$ cat src/design/fps_pkg.sv
// ----------------------------------------------------------------------------
// Farthest pair search package
// Sizes, packing widths and controller/datapath interface types.
// ----------------------------------------------------------------------------
`timescale 1ns / 1ps
`default_nettype none

package fps_pkg;

    localparam int MAX_POINTS = 256;
    localparam int COORD_BITS = 16;
    localparam int IDX_W      = $clog2(MAX_POINTS);
    localparam int CNT_W      = $clog2(MAX_POINTS + 1);
    localparam int SQ_W       = 2 * COORD_BITS;
    localparam int DIST_W     = 2 * COORD_BITS + 1;

    localparam int S_TDATA_W  = 2 * COORD_BITS;
    localparam int M_FIELDS_W = 4 * COORD_BITS + DIST_W;
    localparam int M_TDATA_W  = ((M_FIELDS_W + 7) / 8) * 8;
    localparam int M_TUSER_W  = 2;

    typedef logic signed [COORD_BITS-1:0] coord_t;

    // Commands from the controller to the datapath.
    typedef struct packed {
        logic load_en;     // store or drop the incoming point
        logic scan_init;   // clear best, start pair walk at (0,1)
        logic scan_run;    // issue the current pair into the pipeline
        logic fetch;       // read the two best points
        logic emit;        // load the output register, empty the set
    } fps_cmd_t;

    // Status from the datapath to the controller.
    typedef struct packed {
        logic scan_done;   // no pair left to issue
        logic pipe_idle;   // compare pipeline empty
        logic out_free;    // output register can take a result
    } fps_stat_t;

    typedef struct packed {
        logic                 points_dropped;
        logic                 pair_found;
        logic [DIST_W-1:0]    max_dist_sq;
        coord_t               second_y;
        coord_t               second_x;
        coord_t               first_y;
        coord_t               first_x;
    } fps_result_t;

endpackage

`default_nettype wire

$ cat src/design/fps_ctrl.sv
// ----------------------------------------------------------------------------
// Farthest pair search controller
// Sequences load, pair scan, drain, fetch of the best pair and result hand-off.
// ----------------------------------------------------------------------------
`timescale 1ns / 1ps
`default_nettype none

module fps_ctrl
    import fps_pkg::*;
(
    input  wire logic      clk,
    input  wire logic      rst_n,
    input  wire logic      in_valid,
    input  wire logic      in_last,
    output logic           in_ready,
    input  wire fps_stat_t stat,
    output fps_cmd_t       cmd
);

    localparam logic [2:0] ST_LOAD  = 3'd0;
    localparam logic [2:0] ST_SCAN  = 3'd1;
    localparam logic [2:0] ST_DRAIN = 3'd2;
    localparam logic [2:0] ST_FETCH = 3'd3;
    localparam logic [2:0] ST_EMIT  = 3'd4;

    logic [2:0] state_reg;
    logic [2:0] state_next;
    logic       accept;

    assign in_ready = (state_reg == ST_LOAD);
    assign accept   = in_valid && in_ready;

    always_comb
    begin
        state_next = state_reg;
        cmd        = '0;
        case (state_reg)
            ST_LOAD:
            begin
                cmd.load_en = accept;
                if (accept && in_last)
                begin
                    cmd.scan_init = 1'b1;
                    state_next    = ST_SCAN;
                end
            end
            ST_SCAN:
            begin
                if (stat.scan_done)
                begin
                    state_next = ST_DRAIN;
                end
                else
                begin
                    cmd.scan_run = 1'b1;
                end
            end
            ST_DRAIN:
            begin
                if (stat.pipe_idle)
                begin
                    state_next = ST_FETCH;
                end
            end
            ST_FETCH:
            begin
                cmd.fetch  = 1'b1;
                state_next = ST_EMIT;
            end
            ST_EMIT:
            begin
                // hold until the previous result has left
                if (stat.out_free)
                begin
                    cmd.emit   = 1'b1;
                    state_next = ST_LOAD;
                end
            end
            default:
            begin
                state_next = ST_LOAD;
            end
        endcase
    end

    always_ff @(posedge clk or negedge rst_n)
    begin
        if (!rst_n)
        begin
            state_reg <= ST_LOAD;
        end
        else
        begin
            state_reg <= state_next;
        end
    end

endmodule

`default_nettype wire

$ cat config.mk
export PLATFORM = sky130hd
export DESIGN_NAME = fps_ctrl
export DESIGN_NICKNAME = d
export VERILOG_FILES = /design/src/design/fps_pkg.sv /design/src/design/fps_ctrl.sv
export SDC_FILE = /design/constraint.sdc
export NUM_CORES = 1
export LEC_CHECK = 0
export ABC_CLOCK_PERIOD_IN_PS = 950
export BUFFER_PORTS_ARGS = -buffer_cell sky130_fd_sc_hd__buf_2
export CORE_AREA = 2 2 39 41
export DETAILED_ROUTE_END_ITERATION = 8
export DIE_AREA = 0 0 41 43
export PLACE_DENSITY_LB_ADDON = 0.15
export SKIP_LAST_GASP = 1
export SLEW_MARGIN = 20
export SYNTH_ARGS = -nofsm -noshare
export SYNTH_HDL_FRONTEND = slang
export SYNTH_SLANG_ARGS = --single-unit
$ cat constraint.sdc
create_clock -name clk -period 0.95 [get_ports clk]
set_input_delay 0.095 -clock clk [delete_from_list [all_inputs] [get_ports clk]]
set_output_delay 0.095 -clock clk [all_outputs]
set_load 0.01 [all_outputs]
==> results of run 1 <==
[kinds of logic after synthesis]
family | after synthesis
AO/OA/AOI/OAI | 5
buffers and inverters | 1
flip-flops | 3
AND/OR/NAND/NOR | 10
[through the flow]
step           cells  setup TNS, ps  setup WS (ps)  hold WS [ps]
3_5_place_dp      50         -262.4         -79.38        -107.3
4_1_cts           57          -1892         -348.8         135.6
2_1_floorplan     19         -90.13         -47.02        -200.6
3_3_place_gp      50         -236.2         -60.17        -106.5
6_report          60          -2006         -315.3         145.1
5_1_grt           60          -2536         -394.6         148.9
[cell type report]
| cell class | count | share of cell area (%) |
|---|---|---|
| inverter | 1 | 0.9524 |
| multi-input combinational | 15 | 31.75 |
| clock buffer | 4 | 6.667 |
| timing repair buffer | 21 | 35.56 |
| tap | 16 | 5.079 |
| sequential | 3 | 20.00 |
[worst reg2reg max path: cells and delay by family (launching register included)]
family	cells	cell delay (ps)
flip-flops	1	450
AO/OA/AOI/OAI	2	360
buffers and inverters	2	280
[what timing repair did]
action / 4_1_cts / 5_1_grt
endpoints found under the hold margin: 3 / 0
gates resized for setup: 2 / 1
pin swaps: 4 / 2
buffers inserted: 2 / 3
hold buffers: 1 / 0
setup endpoints to repair: 8 / 9
[layer usage]
metal  vias up  global-route usage, %  wire, µm
met3         0                  6.283        65
met5         -                      0         0
met4         0                  8.000         0
li1        123                      -         -
met2        15                  10.63       257
met1       109                  10.03       268
[power by group]
| group | internal [mW] | total (mW) | switching, mW | leakage [nW] |
|---|---|---|---|---|
| Combinational | 0.405 | 0.647 | 0.243 | 0.151 |
| Sequential | 0.194 | 0.299 | 0.105 | 0.0347 |
| Clock | 0.158 | 0.229 | 0.0709 | 0.0150 |
| Total | 0.756 | 1.17 | 0.418 | 0.200 |
[layout by cell type (no fill, tap or decap), drive strengths merged]
| cell | synthesis | routed |
|---|---|---|
| nand3b | 2 | 2 |
| a211oi | 1 | 1 |
| nor2 | 1 | 1 |
| a21oi | 2 | 2 |
| dlygate4sd3 | 0 | 1 |
| o21a | 1 | 1 |
| dfrtp | 3 | 3 |
| inv | 1 | 1 |
| and2 | 1 | 1 |
| buf | 0 | 20 |
| nand2b | 1 | 1 |
| nor4b | 1 | 1 |
| clkbuf | 0 | 4 |
| a31o | 1 | 1 |
| and3 | 2 | 2 |
| nor3 | 1 | 1 |
| and3b | 1 | 1 |
[path summary, 6_finish.rpt]
path | slack (ps) | endpoint | cells past startpoint
hold reg to reg | 660 | state_reg[0]$_DFFE_PN0P_ | 2
min in group asynchronous | 180 | state_reg[2]$_DFFE_PN0P_ | 2
max in group asynchronous | 650 | state_reg[0]$_DFFE_PN0P_ | 2
hold / removal | 150 | state_reg[0]$_DFFE_PN0P_ | 3
setup / recovery | -320 | cmd[3] | 3
setup reg to reg | -230 | state_reg[0]$_DFFE_PN0P_ | 4
==> summary.md, run 1 <==
| Metric | Value |
|---|---|
| Status | `complete, but fails checks` |
| Failing checks | `negative setup slack` |
| Final Cycle Share | `133.2%` |
| Vias in the first global route | `232` |
| Longest Clk Path Bufs | `2` |
| First-pass DRT Iterations | `3` |
| GRT Total Usage | `between 8 and 9%` |
| Synth Area in Compound Gates | `between 10% and 20%` |
| Global route total overflow | `0` |
| Fin Clk Skew | `around 2.9 ps` |
| Netlist cell types | `15` |
| CP Data Arrival Time | `1170 ps` |
| Max IR drop VDD | `between 0.8 and 0.9 mV` |
| Die span in y | `about 43 µm` |
| Main synth FF type | `dfrtp_1` |
| Post-synthesis sequential element count | `3` |
| DRC viols | `0` |
| CP required | `~850 ps` |
| First-pass GRT wire length | `roughly 1000 µm` |
| Post-DR wirelength/cell | `9.850 µm` |
| N_diodes | `0` |
| Gpl congestion | `0.6795` |
| Setup crit start kind | `flop` |
| Synth-to-layout area growth | `112.8%` |
| Buf+Inv Stages, Crit Path | `1` |
| Total Wirelength | `approximately 590 µm` |
| Post-Syn Area | `between 150 and 200 µm²` |
| TritonCTS clock tree | `done` |
| Buffers on Ports | `12` |
| Htree depth | `1` |
| Clock latency on the worst-skew pair | `around 240 ps` |
| Ports | `13` |
| Register Area | `~79 µm²` |
| Most instantiated library cell after synthesis | `dfrtp_1` |
| DR vias | `between 200 and 250` |
| Worst-path fanout max | `6` |
| Via/cell ratio | `a little over 4` |
| Synth Area in XOR/XNOR | `0%` |
| Initial Util | `between 10% and 20%` |
| Critical-path cell list | `nor3_4, and3_1, buf_2` |
| Slowest stage delay, CP | `around 450 ps` |
| CTS clk-pin slew, worst paths | `around 40 ps` |
| Final net count | `between 50 and 60` |
| Cell leakage power | `around 0.2 nW` |
| Warnings from Yosys | `0` |
| CP delay by family, top | `flip-flops` |
| Final instance area | `approximately 400 µm²` |
| Starting DRT DRC Count | `4` |
| Top cells by count, synth | `dfrtp_1, a21oi_1, nand3b_1` |
| Asr flop ratio synth | `between 90% and 100%` |
| Ranking of synthesized cells by area | `dfrtp_1, nand3b_1, a21oi_1` |
| Placed inst area | `between 300 and 400 µm²` |
| Die Area | `~0.0018 mm²` |
| Fin crit period | `approximately 1300 ps` |
| Max cap viols | `0` |
| Post-synthesis mux area share | `0%` |
| Post-Synth Simple-Gate Area | `between 30 and 40%` |
| Yosys top cell area share | `approximately two fifths` |
| R2r startpoint | `state_reg[1]$_DFFE_PN0P_` |
| Relative slew slack | `about nine tenths` |
| Synth area leader | `dfrtp_1` |
| Largest family of logic cells by synthesized area | `simple AND/OR/NAND/NOR gates` |
| PwrDens | `2980 mW/mm²` |
| Final WS setup | `-315.3 ps` |
| Post-route ant nets | `0` |
| Final design utilization | `around 28%` |
| Max reg flops | `3` |
| Adder-cell share of the synthesized area | `0%` |
| Final setup violation count | `9` |
| Crit-path slowest cell | `dfrtp_2` |
| Core box area | `roughly 0.0014 mm²` |
| Synth Net Count | `26` |
| Worst Hold Class | `primary input to flop` |
| RSZ-0062 raised after global routing | `yes` |
| Share of cells above drive strength 1 | `a little over two thirds` |
| Final hold violations | `0` |
| Die W | `just over 40 µm` |
| CP Launch Point | `state_reg[1]$_DFFE_PN0P_` |
| CTS sink count | `3` |
| Avg Cell Area, Syn | `between 9 and 10 µm²` |
| Largest net degree at the start of global routing | `7` |
| Num CTS Buffers | `3` |
| Cells after Synth | `19` |
| Critical path class | `flop to output port` |
| Least-Margin Pin Slew | `between 150 and 200 ps` |
| Fmax | `between 700 and 800 MHz` |
| Hold_sp | `in_last` |
| Worst Setup End Kind | `output port` |
| Footprint of the multi-input gates | `approximately 130 µm²` |
| Initial antenna violation count | `0` |
| Post-synth EDFFs | `0` |
| Power Total | `between 1 and 1.5 mW` |
| Fillcell total | `160` |
| Final Max Slew Viols | `0` |
| Root Driver | `clkbuf_4` |
| Row cnt | `14` |
| Sequential share of the synthesized area | `between 40% and 50%` |
(Power assumes the default switching activity.)
==> inputs of run 2 (changes only) <==
Settings changed: SETUP_SLACK_MARGIN set to 0.05.
==> run 2 against run 1 <==
The flow still finishes with violations (negative setup slack). Clock power shrank 3%. Sequential share of layout area fell by 0.56 points. Count of clock-buffer cells in the layout is the same. Critical path depth unchanged. Worst setup slack got worse by 1.2 ps. Cell count down 3.3%. First-iteration DRC count is 25% higher. Critical endpoint unchanged. Largest cell class is now multi-input combinational cells.
==> summary.md, run 2 (synthesis results as in run 1) <==
| Metric | Value |
|---|---|
| Root Driver | `clkbuf_4` |
| Commonest non-fill, non-tap cells in the layout | `buf_2, buf_4, clkbuf_4, buf_6, dfrtp_2` |
| Buf+Inv Stages, Crit Path | `1` |
| Clock latency on the worst-skew pair | `230 ps` |
| Fillcell total | `roughly 150` |
| Final hold violations | `0` |
| Least-Margin Pin Slew | `198.7 ps` |
| Relative slew slack | `86.72%` |
| Critical path class | `flop to output port` |
| Buffers on Ports | `12` |
| Share of cells above drive strength 1 | `approximately four fifths` |
| Initial Util | `13.38%` |
| RSZ-0062 raised after global routing | `yes` |
| Fin Clk Skew | `0.06881 ps` |
| PwrDens | `slightly above 3000 mW/mm²` |
| Htree depth | `1` |
| Die span in y | `about 43 µm` |
| Starting DRT DRC Count | `5` |
| Worst Setup End Kind | `output port` |
| Final net count | `50` |
| Die Area | `0.001763 mm²` |
| Inst Count DP | `~50` |
| CP required | `850 ps` |
| CP delay by family, top | `flip-flops` |
| N_diodes | `0` |
| Final Cycle Share | `133.3%` |
| Post-DR wirelength/cell | `approximately 11 µm` |
| Core box area | `roughly 0.0014 mm²` |
| Post-DP HPWL | `around 420 µm` |
| First-pass GRT wire length | `~1100 µm` |
| CP Data Arrival Time | `around 1200 ps` |
| Longest Clk Path Bufs | `2` |
| Most common cell after layout, fill and taps aside | `buf_2` |
| Cell leakage power | `slightly below 0.2 nW` |
| Power Total | `1.226 mW` |
| Pre-CTS setup slack | `-136.8 ps` |
| First-pass DRT Iterations | `3` |
| Max IR drop VDD | `0.9400 mV` |
| Status | `complete, but fails checks` |
| Post-route ant nets | `0` |
| Final WS setup | `-316.4 ps` |
| Ports | `13` |
| Largest net degree at the start of global routing | `7` |
| Fmax | `789.6 MHz` |
| Row cnt | `14` |
| Initial antenna violation count | `0` |
| Max cap viols | `0` |
| Failing checks | `negative setup slack` |
| TritonCTS clock tree | `done` |
| Global route total overflow | `0` |
| Fin crit period | `between 1000 and 1500 ps` |
| CTS clk-pin slew, worst paths | `40 ps` |
| Vias in the first global route | `approximately 270` |
| Final Max Slew Viols | `0` |
| Gpl congestion | `between 0.6 and 0.7` |
| Slowest stage delay, CP | `440 ps` |
| DR vias | `~250` |
| DRC viols | `0` |
| Critical-path cell list | `nor3_4, and3_4, buf_6` |
| GRT Total Usage | `between 9 and 10%` |
| Num CTS Buffers | `3` |
| Post-Layout Cell Count | `58` |
| Crit-path slowest cell | `dfrtp_2` |
| Die W | `41 µm` |
| Total Wirelength | `632 µm` |
| Setup crit start kind | `flop` |
| Via/cell ratio | `roughly 4.3` |
| Worst Hold Class | `primary input to flop` |
| CTS sink count | `3` |
| Synth-to-layout area growth | `118.9%` |
| Max reg flops | `3` |
| Worst-path fanout max | `4` |
| Final setup violation count | `9` |
[run 2: cell types whose count changed in the layout (fill, tap and decap cells not counted), sizes merged]
cell	before	now
buf	20	18
[run 2: worst reg2reg max path, stage by stage, from the launching register on]
cell and delay [ps]:
dfrtp_2 420, buf_4 150, and3b_2 200, a31o_1 190
[run 2: cell type report]
class	instances	area (µm²)	share of cell area [%]
Timing Repair Buffer	19	131.4	32.41
Multi-Input combinational cell	15	145.1	35.80
Inverter	1	3.754	0.9259
Clock buffer	4	26.28	6.481
Sequential cell	3	78.83	19.44
Tap cell	16	20.02	4.938
[run 2: path summary, 6_finish.rpt]
kind	from	to	slack, ps	depth (start not counted)
min in group asynchronous	rst_n	state_reg[1]$_DFFE_PN0P_	190	2
min	in_last	state_reg[0]$_DFFE_PN0P_	160	3
max	state_reg[2]$_DFFE_PN0P_	cmd[3]	-320	3
max reg2reg	state_reg[0]$_DFFE_PN0P_	state_reg[2]$_DFFE_PN0P_	-130	3
min reg2reg	state_reg[2]$_DFFE_PN0P_	state_reg[1]$_DFFE_PN0P_	610	2
max in group asynchronous	rst_n	state_reg[0]$_DFFE_PN0P_	640	2
[run 2: timing repair]
item | CTS | global route
hold buffers | 1 | 0
endpoints found under the setup margin | 9 | 9
hold endpoints to repair | 3 | 0
resized for setup | 7 | 2
pin swaps | 5 | 2
setup buffers | 4 | 1
[run 2: layer usage]
metal | global-route usage (%) | wire length [µm]
met1 | 10.29 | 251
met3 | 1.571 | 42
met2 | 13.44 | 317
met5 | 0 | 0
met4 | 12.00 | 20
[run 2: through the flow]
stage | area, µm² | util, % | setup TNS, ps | hold slack [ps]
4_1_cts | 401.6 | 29.02 | -1999 | 157.0
3_5_place_dp | 301.5 | 21.79 | -438.0 | -109.6
2_1_floorplan | 206.4 | - | -133.9 | -200.6
5_1_grt | 405.4 | 29.29 | -2438 | 174.7
6_report | 405.4 | 29.29 | -1934 | 164.8
3_3_place_gp | 301.5 | 21.79 | -438.1 | -110.1
[run 2: power breakdown]
group	internal (mW)	leakage [nW]	total [mW]	switching (mW)
clock network	0.157	0.0150	0.222	0.0645
registers	0.194	0.0347	0.294	0.100
logic	0.424	0.145	0.709	0.285
total	0.776	0.194	1.23	0.450
==> inputs of run 3 (changes only) <==
Settings changed: GPL_TIMING_DRIVEN set to 0.
==> run 3 against run 2 <==
The run still ends with negative setup slack left. Largest power group unchanged. Critical path depth stayed put. Power is 9.9% lower. Register-to-register slack hardly changed. Highest routed layer unchanged. Count of clock-buffer cells in the layout stayed put. First-iteration DRC count is 80% higher.
==> summary.md, run 3 (synthesis results as in run 1) <==
| Metric | Value |
|---|---|
| Status | `complete, but fails checks` |
| Failing checks | `negative setup slack` |
| Flop pwr share | `a little over a quarter` |
| DR vias | `approximately 240` |
| Post-route ant nets | `0` |
| Pre-CTS setup slack | `-116.7 ps` |
| Root Driver | `clkbuf_4` |
| Final Max Slew Viols | `0` |
| Buffers on Ports | `12` |
| Fmax | `~770 MHz` |
| Post-DP HPWL | `342.2 µm` |
| Vias in the first global route | `227` |
| Crit-path slowest cell | `dfrtp_2` |
| Cell leakage power | `between 0.15 and 0.2 nW` |
| Die span in y | `approximately 43 µm` |
| Fin crit period | `roughly 1300 ps` |
| Ports | `13` |
| Worst Hold Class | `primary input to flop` |
| Initial antenna violation count | `0` |
| RSZ-0062 raised after global routing | `yes` |
| Final design utilization | `27.03%` |
| Total Wirelength | `approximately 600 µm` |
| PwrDens | `around 3000 mW/mm²` |
| Initial Util | `between 10 and 15%` |
| Final WS setup | `-342.2 ps` |
| CTS clk-pin slew, worst paths | `approximately 40 ps` |
| Final hold violations | `0` |
| Logic pwr share | `51.6%` |
| Clock power frac | `21.1%` |
| Die W | `41 µm` |
| Least-Margin Pin Slew | `about 190 ps` |
| Num CTS Buffers | `3` |
| Share of cells above drive strength 1 | `68.29%` |
| Final setup violation count | `8` |
| Row cnt | `14` |
| Global route total overflow | `0` |
| Max cap viols | `0` |
| Longest Clk Path Bufs | `2` |
| Via/cell ratio | `4.246` |
| CP required | `approximately 850 ps` |
| Final Cycle Share | `136.0%` |
| Worst Setup End Kind | `output port` |
| TritonCTS clock tree | `done` |
| Starting DRT DRC Count | `9` |
| Clock latency on the worst-skew pair | `around 240 ps` |
| Pint | `about 0.70 mW` |
| Switching Fraction | `approximately 37%` |
| CP Data Arrival Time | `roughly 1200 ps` |
| Critical path class | `flop to output port` |
| Core box area | `about 0.0014 mm²` |
| Setup crit start kind | `flop` |
| Final hold slack | `~150 ps` |
| Post-DR wirelength/cell | `approximately 11 µm` |
| DRC viols | `0` |
| Worst-path fanout max | `5` |
| N_diodes | `0` |
| Die Area | `approximately 0.0018 mm²` |
| Commonest non-fill, non-tap cells in the layout | `buf_2, buf_4, clkbuf_4, dfrtp_2` |
| GRT Total Usage | `around 8.3%` |
| CTS sink count | `3` |
| Critical-path cell list | `nor3_4, and3_4, buf_6` |
| Fillcell total | `between 100 and 150` |
| Largest net degree at the start of global routing | `7` |
| Switch Pwr | `between 0.4 and 0.5 mW` |
| Max reg flops | `3` |
| Most common cell after layout, fill and taps aside | `buf_2` |
| Max IR drop VDD | `1.034 mV` |
| Relative slew slack | `between 80 and 90%` |
| Gpl congestion | `0.6347` |
| First-pass DRT Iterations | `4` |
| Htree depth | `1` |
| Synth-to-layout area growth | `102.0%` |
| First-pass GRT wire length | `~860 µm` |
| Fin Clk Skew | `2.393 ps` |
| Slowest stage delay, CP | `~440 ps` |
| Final net count | `~50` |
-- run 3: cell count changes in the layout (fill, tap and decap cells not counted), sizes merged --
cell,delta
buf,-1
-- run 3: final timing paths --
kind / startpoint / to / slack (ps) / depth (start not counted)
setup / recovery: state_reg[2]$_DFFE_PN0P_ / cmd[3] / -340 / 3
hold / removal: stat[2] / state_reg[1]$_DFFE_PN0P_ / 150 / 3
setup reg to reg: state_reg[1]$_DFFE_PN0P_ / state_reg[0]$_DFFE_PN0P_ / -140 / 3
hold reg to reg: state_reg[2]$_DFFE_PN0P_ / state_reg[0]$_DFFE_PN0P_ / 520 / 1
max in group asynchronous: rst_n / state_reg[2]$_DFFE_PN0P_ / 650 / 2
min in group asynchronous: rst_n / state_reg[1]$_DFFE_PN0P_ / 180 / 2
-- run 3: through the flow --
step	instances	power, mW	cell area, µm²	TNS [ps]
5_1_grt	57	1.190	374.1	-2514
2_1_floorplan	19	0.5675	206.4	-133.9
3_5_place_dp	47	0.7062	286.5	-334.7
4_1_cts	55	1.062	359.1	-1808
6_report	57	1.104	374.1	-2013
3_3_place_gp	47	0.7132	286.5	-377.7
-- run 3: routing by layer --
layer | vias to the layer above | global-route usage (%) | share of wire (%)
met4 | 0 | 12.00 | 3.2
met2 | 14 | 11.88 | 46
met3 | 2 | 1.571 | 6.8
met1 | 111 | 7.492 | 44
li1 | 115 | - | -
met5 | - | 0 | 0
-- run 3: what timing repair did --
item / in CTS / in global routing
hold buffers: 1 / 0
resized for setup: 3 / 0
setup buffers: 3 / 2
pin swaps: 5 / 0
endpoints found under the hold margin: 3 / 0
setup endpoints to repair: 8 / 9
-- run 3: layout make-up --
cell class	instances	area [µm²]	share of cell area, %
multi-input cells	15	125.1	33.44
inverters	1	3.754	1.003
clock buffers	4	26.28	7.023
well taps	16	20.02	5.351
flip-flops and latches	3	78.83	21.07
repair buffers	18	120.1	32.11
-- run 3: power groups by stage --
stage	clock network (mW)	registers, mW	logic, mW
final	0.234	0.301	0.569
after global routing	0.254	0.314	0.622
after CTS	0.242	0.304	0.516
after detailed placement	0	0.323	0.383
after global placement	0	0.327	0.386
after floorplan	0	0.296	0.272
-- run 3: worst max-delay path, delay by kind of cell, from the launching register on --
| kind | cells | cell delay [ps] |
|---|---|---|
| flip-flops | 1 | 440 |
| AND/OR/NAND/NOR | 2 | 430 |
| buffers and inverters | 1 | 90 |
